$ cat config.mk
export PLATFORM = sky130hd
export DESIGN_NAME = das_ring
export DESIGN_NICKNAME = d
export VERILOG_FILES = /design/src/design/das_pkg.sv /design/src/design/das_cell.sv /design/src/design/das_ring.sv
export SDC_FILE = /design/constraint.sdc
export NUM_CORES = 1
export LEC_CHECK = 0
export BUFFER_PORTS_ARGS = -buffer_cell sky130_fd_sc_hd__buf_2
export CORE_ASPECT_RATIO = 0.8
export CORE_MARGIN = 10
export CORE_UTILIZATION = 45
export CTS_CLUSTER_DIAMETER = 80
export DETAILED_ROUTE_END_ITERATION = 16
export SLEW_MARGIN = 20
export SYNTH_ARGS = -nofsm -noshare
export SYNTH_HDL_FRONTEND = slang
export SYNTH_HIERARCHICAL = 1
export SYNTH_SLANG_ARGS = --single-unit
export TNS_END_PERCENT = 10
$ cat constraint.sdc
create_clock -name clk_i -period 3.32 [get_ports clk_i]
set_input_delay 0.332 -clock clk_i [delete_from_list [all_inputs] [get_ports clk_i]]
set_output_delay 0.332 -clock clk_i [all_outputs]
set_load 0.02 [all_outputs]
$ cat src/design/das_pkg.sv
`timescale 1ns / 1ps
// Shared constants, status and command codes, and the ring control struct
// for the directed adjacency store. No dependencies.
package das_pkg;

  localparam int MAX_VERTICES = 64;
  localparam int MAX_DEGREE   = 16;
  localparam int VIDX_W       = $clog2(MAX_VERTICES);
  localparam int KIDX_W       = $clog2(MAX_DEGREE);
  localparam int DEG_W        = $clog2(MAX_DEGREE + 1);
  localparam int ADDR_W       = VIDX_W + KIDX_W;
  localparam int VERT_W       = 7;
  localparam int WEIGHT_W     = 32;
  localparam int COUNT_W      = 11;
  localparam int STATUS_W     = 3;
  localparam int CMD_W        = 2;

  // status codes
  localparam logic [STATUS_W-1:0] ST_OK      = 3'd0;
  localparam logic [STATUS_W-1:0] ST_LOW     = 3'd1;
  localparam logic [STATUS_W-1:0] ST_MISSING = 3'd2;
  localparam logic [STATUS_W-1:0] ST_LOOP    = 3'd3;
  localparam logic [STATUS_W-1:0] ST_REPEAT  = 3'd4;
  localparam logic [STATUS_W-1:0] ST_FULL    = 3'd5;

  // commands
  localparam logic [CMD_W-1:0] CMD_ADD   = 2'd0;
  localparam logic [CMD_W-1:0] CMD_OUTDG = 2'd1;
  localparam logic [CMD_W-1:0] CMD_INDG  = 2'd2;
  localparam logic [CMD_W-1:0] CMD_TOTAL = 2'd3;

  // ring control: rotate all cells, or load the head cell
  typedef struct packed {
    logic             rot;
    logic             ld;
    logic [DEG_W-1:0] ld_val;
  } ring_ctl_t;

endpackage

$ cat src/design/das_cell.sv
`timescale 1ns / 1ps
// One ring cell: holds the out-degree of one vertex list.
// Depends on das_pkg.
module das_cell (
  input  logic                     clk_i,
  input  logic                     rst_ni,
  input  logic                     shift_i,
  input  logic [das_pkg::DEG_W-1:0] nb_i,
  input  logic                     ld_i,
  input  logic [das_pkg::DEG_W-1:0] ld_val_i,
  output logic [das_pkg::DEG_W-1:0] cnt_o
);

  logic [das_pkg::DEG_W-1:0] cnt_q, cnt_d;

  // take neighbor value on shift, new value on load, else hold
  always_comb begin
    cnt_d = cnt_q;
    if (shift_i) begin
      cnt_d = nb_i;
    end else if (ld_i) begin
      cnt_d = ld_val_i;
    end
  end

  always_ff @(posedge clk_i or negedge rst_ni) begin
    if (!rst_ni) begin
      cnt_q <= '0;
    end else begin
      cnt_q <= cnt_d;
    end
  end

  assign cnt_o = cnt_q;

endmodule

$ cat src/design/das_ring.sv
`timescale 1ns / 1ps
// Rotating ring of degree cells with a head pointer that names the vertex
// index sitting in cell 0. Depends on das_pkg and das_cell.
module das_ring (
  input  logic                       clk_i,
  input  logic                       rst_ni,
  input  das_pkg::ring_ctl_t         ctl_i,
  output logic [das_pkg::DEG_W-1:0]  head_cnt_o,
  output logic [das_pkg::VIDX_W-1:0] head_idx_o
);

  logic [das_pkg::DEG_W-1:0] cnt [das_pkg::MAX_VERTICES];
  logic [das_pkg::VIDX_W-1:0] head_q, head_d;

  // each cell takes from its upper neighbor, the last from cell 0
  for (genvar i = 0; i < das_pkg::MAX_VERTICES; i++) begin : g_cell
    das_cell u_cell (
      .clk_i    (clk_i),
      .rst_ni   (rst_ni),
      .shift_i  (ctl_i.rot),
      .nb_i     (cnt[(i + 1) % das_pkg::MAX_VERTICES]),
      .ld_i     (ctl_i.ld && (i == 0)),
      .ld_val_i (ctl_i.ld_val),
      .cnt_o    (cnt[i])
    );
  end

  // advance head pointer with each rotation
  assign head_d = ctl_i.rot ? head_q + 1'b1 : head_q;

  always_ff @(posedge clk_i or negedge rst_ni) begin
    if (!rst_ni) begin
      head_q <= '0;
    end else begin
      head_q <= head_d;
    end
  end

  assign head_cnt_o = cnt[0];
  assign head_idx_o = head_q;

endmodule

---- After elaboration in Yosys (flattened, before gate mapping) ----
Index checks and enable logic that the tools add are counted.
operators by class
  add/subtract/negate cells ............... 1
  mux-type cells .......................... 2
  reductions and logical operators ........ 1
operator list
  cell                   count
  $mux W5                2
  $add A6 B1 Y6 const B  1
  $reduce_bool A2 Y1     1
storage, ports and cells
  bits in registers ....................... 326
  output and inout port bits .............. 11
  word-level logic and storage cells ...... 69

---- Longest topological paths before layout ----
Gate-level depths: netlist of the first run.
  depth after elaboration ................. 2
  mapped depth ............................ 3
  gate-level depth less buffers ........... 3

---- By module ----
Netlist of the first run, hierarchy kept.
by module, submodules not included
  module    times used  cells an instance  area each (um^2)  sequential area each (um^2)
  das_cell  64          22                 235.2             125.1
  das_ring  1           19                 254.0             150.1

---- Worst setup path after synthesis of the first run ----
Ideal clock, no wire load.
  path type ............................... reg2reg
  start ................................... register head_q (netlist bit head_idx_o[0])
  end ..................................... register head_q (netlist bit head_idx_o[1])
  setup time .............................. 0.125 ns
  data arrival time ....................... 1.030 ns
  data required time ...................... 3.195 ns
  setup slack ............................. 2.165 ns
  stages on the path, launching flop included .. 3
  path buffers ............................ 0
  clock period less this slack ............ 1.155 ns
  cell sequence ........................... dfrtp_1 ha_1 mux2_2
between the ends
  cells in the longest elaborated chain, start to end .. 1
RTL lines
  element                 line            RTL
  from (decl)             das_ring.sv:13  logic [das_pkg::VIDX_W-1:0] head_q, head_d;
  from (signal assigned)  das_ring.sv:33  head_q <= '0;
  from (signal assigned)  das_ring.sv:35  head_q <= head_d;
  $add A6 B1 Y6           das_ring.sv:29  assign head_d = ctl_i.rot ? head_q + 1'b1 : head_q;
Every way passes these cells.
A chain may end at the register's enable or synchronous reset.

---- Worst setup path after layout of the first run ----
  start ................................... register head_q (netlist bit head_idx_o[0])
  end ..................................... output port head_idx_o[0] in the netlist's numbering
RTL lines
  element    line           RTL
  to (decl)  das_ring.sv:9  output logic [das_pkg::VIDX_W-1:0] head_idx_o
No word-level cell between the ends.

==> results.cfg, run 1 <==
[global_routing]
grt_start_max_net_pins = 110
grt_pass1_vias = 9805
track_usage = 0.143
grt_pass1_wl_um = 50600
gr-total-overflow = 0
antenna_found_initial = 0

[placed_design]
place_ws_ns = 1.71
place_area_sq_um = 15400
place.gp.congestion = 0.711
io_buffer_count = 19
dp_cells = 1834
place_hpwl_um = 16500

[timing]
slew-limit-headroom = 0.397
finalSetupTns_ns = 0
min_period_over_period = 0.445
finalHoldViolations = 0
layout_setup_ws_ns = 1.84
hold_ws_ns = 0.227
finalCriticalPeriod_ns = 1.48
rsz0062_at_grt = false
slew_viol_final = 0
max_slew.worst_pin.slew_ns = 0.904
finalClockSkew_ns = 0.0157
setup_violations = 0
fmax_mhz = 677

[setup_path]
cpMaxStageDelayCell = dfrtp_1
worst_setup_path_start_kind = flop
cpLargestDelayFamily = flip-flops
cp_cell_sequence = buf_2
rrSetupSlack_ns = 2.21
path_max_fanout = 4
cpPeakStageDelay_ns = 0.43
timing_worst_setup_path_type = flop to output port
r2r_start = head_idx_o[0]
ff2ff_path_depth = 2
worstReg2RegEnd = head_idx_o[1]
cp.arrival_ns = 1.14
cp-end-kind = output port
cp-startpoint = head_idx_o[0]
crit_buf_inv = 1
cp.required_ns = 2.99

[logic_synthesis]
synth_top_family_by_area = multiplexers
synth.top_cell.area_share = 0.533
ys_top_cells_by_area = dfrtp_1 (53%), mux2i_1 (21%), o21ai_1 (10%), nand2_1 (7.9%), buf_6 (4.7%)
synth_cell_types = 14
synthCells = 1427
yosys.area.top_type = dfrtp_1
synthSimpleGateAreaFrac = 0.0806
synth.yosys.seq_area_share = 0.533
syn-mean-instance-area_sq_um = 10.7
synthXorXnorAreaFrac = 0.00286
netlist_area_sq_um = 15300
synth-compound-area-share = 0.105
synth_warnings = 6
synth_fa_ha_area_frac = 0.000817
postSynthRegisterBits = 326
synthMuxAreaShare = 0.210

[hold_path]
hold_path.class = input pin to flop
holdPathStages = 3
hp-start = ctl_i[5]
min_to = g_cell[0].u_cell/cnt_o[0]

[clock_network]
cts_root_buffer = clkbuf_16
insertion_delay_ns = 0.52
path_clk_slew_ns = 0.06
htreeDepth = 2
clock_sinks = 326
cts_resized = 0
cts_made_buffers = 36
cts_tree = built
clockBufferDepth = 3

[routing]
num_vias = 9655
drtIter0Drc = 614
avgRoutedWirePerCell_um = 15.6
vias_per_cell = 5.11
postRouteAntennaNets = 0
drt-total-wl_um = 29400
drt_pre_antenna_iters = 5
post-route-drc-count = 0

[final_layout]
stdcell_count = 1891
design_area_sq_um = 16500
synthToLayoutAreaGrowth_pct = 8.02
n_antenna_cell = 0
final_core_util = 0.492
drive_gt1_frac = 0.0611
nets = 1449
fill_cells = 3145

[run]
drv_cap = 0

[pwr]
p_leak_nw = 7.90
p_per_area_nw_per_um2 = 597
irDropWorstVdd_mv = 0.406
total_power_mw = 9.88

[die]
fp.coreArea_sq_um = 33600
die-area_sq_um = 41800
die_h_um = 185
die_w_um = 226
ioPinCount = 20
rows = 60
start_util = 0.455

[run_status]
status = complete, no violations
==> layer usage <==
| metal | up-vias | track usage | share of wire |
|---|---|---|---|
| met4 | 0 | 0.0356 | 0.016 |
| met2 | 78 | 0.215 | 0.43 |
| met5 | - | 0 | 0 |
| met1 | 4701 | 0.211 | 0.53 |
| li1 | 4837 | - | - |
| met3 | 39 | 0.0231 | 0.024 |
==> how the worst max path moves through the flow <==
stage | cells past startpoint | end | slack (ns)
finish | 1 | head_idx_o[0] | 1.84
floorplan | 2 | head_idx_o[1] | 2.17
global placement | 4 | g_cell[53].u_cell/cnt_o[1] | 1.73
CTS | 1 | head_idx_o[0] | 1.81
global route | 1 | head_idx_o[0] | 1.78
detailed placement | 4 | head_idx_o[4] | 1.71
==> synth_stat cells <==
| cell | instances |
|---|---|
| dfrtp_1 | 326 |
| nand2_1 | 322 |
| mux2i_1 | 320 |
| o21ai_1 | 320 |
| buf_6 | 64 |
| clkbuf_2 | 64 |
| xnor2_1 | 3 |
| xor2_1 | 2 |
| conb_1 | 1 |
| ha_1 | 1 |
| mux2_2 | 1 |
| nand4_1 | 1 |
| nand4_2 | 1 |
| nor2_2 | 1 |
==> flip-flops by register name, summed over array words and instances, names as in the netlist <==
signal / count
head_idx_o: 6
g_cell.u_cell/cnt_o: 320
==> final cells by class <==
cell class / instances / area [sq um] / share of cell area
tap: 434 / 543 / 0.0328
multi-input combinational: 1035 / 6340 / 0.384
clock inverter: 2 / 10.0 / 0.000605
clock buffer: 54 / 1070 / 0.0647
sequential: 326 / 8160 / 0.493
timing repair buffer: 40 / 413 / 0.0250
==> report_power, final <==
| part | total, mW | internal, mW | leakage, nW | switching [mW] |
|---|---|---|---|---|
| Clock | 3.70 | 2.20 | 0.532 | 1.50 |
| Combinational | 1.33 | 0.549 | 3.32 | 0.778 |
| Sequential | 4.85 | 4.52 | 4.05 | 0.329 |
| Total | 9.88 | 7.27 | 7.90 | 2.61 |
==> cells in the final DEF (no fill, tap or decap) <==
cell type / synthesis / layout
nand2_1: 322 / 322
buf_12: 0 / 11
nand4_1: 1 / 1
buf_8: 0 / 2
dlygate4sd3_1: 0 / 1
clkbuf_1: 0 / 9
conb_1: 1 / 63
mux2i_1: 320 / 320
mux2_2: 1 / 1
buf_2: 0 / 17
nor2_2: 1 / 1
dfrtp_1: 326 / 326
o21ai_1: 320 / 320
clkbuf_8: 0 / 8
nand4_2: 1 / 1
clkbuf_16: 0 / 37
xor2_1: 2 / 2
buf_4: 0 / 9
ha_1: 1 / 1
clkinv_2: 0 / 2
xnor2_1: 3 / 3
==> kinds of logic after synthesis <==
| group | Yosys count |
|---|---|
| buffers and inverters | 128 |
| flip-flops | 326 |
| AND/OR/NAND/NOR | 325 |
| AO/OA/AOI/OAI | 320 |
| adder cells (fa/ha/maj) | 1 |
| multiplexers | 321 |
| other | 1 |
| XOR/XNOR | 5 |
==> timing repair <==
item                                   in CTS  in global routing
hold buffers                                1                  0
endpoints found under the hold margin      78                  0
setup buffers                               0                  0
(Power assumes the default switching activity.)
==> run 2, diff against run 1 <==
clock period = 1.2 ns   (was 3.32 ns; I/O delays follow)
==> run 2 against run 1 <==
  * The run now ends with negative setup slack left
  * Final cell count up 2.1%
  * Via count increased by 0.61%
  * Sequential share of layout area down 1.7 points
  * Global-route usage up 0.40 points
  * Die area unchanged
  * Power grew to 2.9 times the previous value
  * Flip-flop and latch count is the same
  * Wire length rose by 1.7%
  * Largest cell class unchanged
==> results.cfg, run 2 (synthesis gave the netlist of run 1 again) <==
[timing]
rsz0062_at_grt = true
setup_violations = 5
finalHoldViolations = 0
layout_setup_ws_ns = -0.0547
slew-limit-headroom = 0.412
slew_viol_final = 0
max_slew.worst_pin.slew_ns = 0.881
min_period_over_period = 1.05
finalSetupTns_ns = -0.0902
hold_ws_ns = 0.0146
finalCriticalPeriod_ns = 1.25
finalClockSkew_ns = 0.0105
fmax_mhz = 797

[clock_network]
path_clk_slew_ns = 0.06
clock_sinks = 326
insertion_delay_ns = 0.52
cts_made_buffers = 35
cts_tree = built
cts_root_buffer = clkbuf_16
clockBufferDepth = 3
htreeDepth = 2

[global_routing]
grt_pass1_vias = 9981
use_met2 = 0.224
gr-total-overflow = 0
antenna_found_initial = 0
grt_use_met3 = 0.0250
grt_pass1_wl_um = 51600
grt_start_max_net_pins = 64
grtUsageMet1 = 0.214
track_usage = 0.147
busiest_layer = met2

[placed_design]
place_hpwl_um = 18200
place.gp.congestion = 0.709
io_buffer_count = 19

[final_layout]
fill_cells = 3061
largest_reg_flops = 320
final_common_cell = dfrtp_1
drive_gt1_frac = 0.0855
multi_input_area_sq_um = 6340
n_antenna_cell = 0
final_core_util = 0.510
nets = 1485
synthToLayoutAreaGrowth_pct = 12.0
final_cell_mix = dfrtp_1 (325), nand2_1 (322), mux2i_1 (320), o21ai_1 (320), conb_1 (63)
layout.area.seq_sq_um = 8160

[pwr]
seqPwrFrac = 0.470
combPwrFrac = 0.142
p_leak_nw = 8.20
pwr-share-clk = 0.387
p_sw_mw = 7.42
switching_share = 0.260
total_power_mw = 28.6
p_per_area_nw_per_um2 = 1670
irDropWorstVdd_mv = 0.957
p_int_mw = 21.1

[setup_path]
cp-end-kind = output port
worst_setup_path_start_kind = flop
cp.arrival_ns = 1.13
cp-startpoint = head_idx_o[0]
cp.required_ns = 1.08
r2r_start = head_idx_o[0]
rrSetupSlack_ns = 0.04
path_max_fanout = 2
worstReg2RegEnd = head_idx_o[1]
ff2ff_path_depth = 3
timing_worst_setup_path_type = flop to output port

[hold_path]
holdPathStages = 3
hold_path.class = input pin to flop
hp-start = ctl_i[5]
min_to = g_cell[0].u_cell/cnt_o[1]

[die]
die-area_sq_um = 41800
ioPinCount = 20
fp.coreArea_sq_um = 33600
die_w_um = 226
start_util = 0.455
die_h_um = 185
rows = 60

[routing]
vias_per_cell = 5.03
drt_pre_antenna_iters = 5
postRouteAntennaNets = 0
num_vias = 9714
drt-total-wl_um = 29900
drtIter0Drc = 459
post-route-drc-count = 0
avgRoutedWirePerCell_um = 15.5

[run]
drv_cap = 0

[run_status]
violations = negative setup slack
status = finished, violations left
run 2: changes by cell type in the layout (fill, tap and decap cells not counted):
cell	change
buf_4	+17
buf_12	+14
buf_6	+8
buf_2	-7
dlygate4sd3_1	+5
bufinv_16	+4
clkinv_2	+4
clkbuf_1	-3
clkbuf_8	-3
clkinv_4	+1
dfrtp_1	-1
dfrtp_2	+1
run 2: worst max path at each step:
stage                         end  slack, ns  cells after the start
floorplan           head_idx_o[1]       0.05                      2
global placement    head_idx_o[1]       0.12                      2
detailed placement  head_idx_o[1]       0.14                      2
CTS                 head_idx_o[0]      -0.08                      2
global route        head_idx_o[0]       -0.1                      2
finish              head_idx_o[0]      -0.05                      2
run 2: layout make-up:
class	count	area share
clock buffer	48	0.0593
clock inverter	11	0.00927
multi-input combinational	1035	0.370
sequential	326	0.476
tap	434	0.0317
timing repair buffer	77	0.0540
run 2: through the flow:
step | std cells | setup slack [ns] | instance area [sq um]
final | 1931 | -0.0547 | 17100
after global routing | 1931 | -0.0973 | 17100
after CTS | 1931 | -0.0833 | 17100
after detailed placement | 1864 | 0.144 | 15800
after global placement | 1864 | 0.124 | 15800
after floorplan | 1489 | 0.0450 | 15500
run 2: repair_timing:
action / in CTS / in global routing
gates resized for setup: 5 / 11
hold endpoints to repair: 341 / 0
setup endpoints to repair: 11 / 11
pin swaps: 0 / 0
hold buffers: 6 / 0
buffers inserted: 2 / 0
run 2: power groups by stage:
| stage | sequential, mW | combinational [mW] | clock [mW] |
|---|---|---|---|
| 2_1_floorplan | 13.5 | 2.75 | 0 |
| 3_3_place_gp | 13.6 | 3.79 | 0 |
| 3_5_place_dp | 13.6 | 3.88 | 0 |
| 4_1_cts | 13.4 | 4.01 | 11.4 |
| 5_1_grt | 13.6 | 4.60 | 11.9 |
| 6_report | 13.4 | 4.07 | 11.1 |
run 2: worst max-delay path, cell delays in order (launching register included):
cell,delay (ns)
dfrtp_1,0.38
buf_6,0.12
buf_6,0.12
run 2: per-layer routing:
layer	wire length [um]	vias to the layer above
met5	0	-
met4	495	0
met3	853	41
met2	12800	89
met1	15700	4663
li1	-	4921
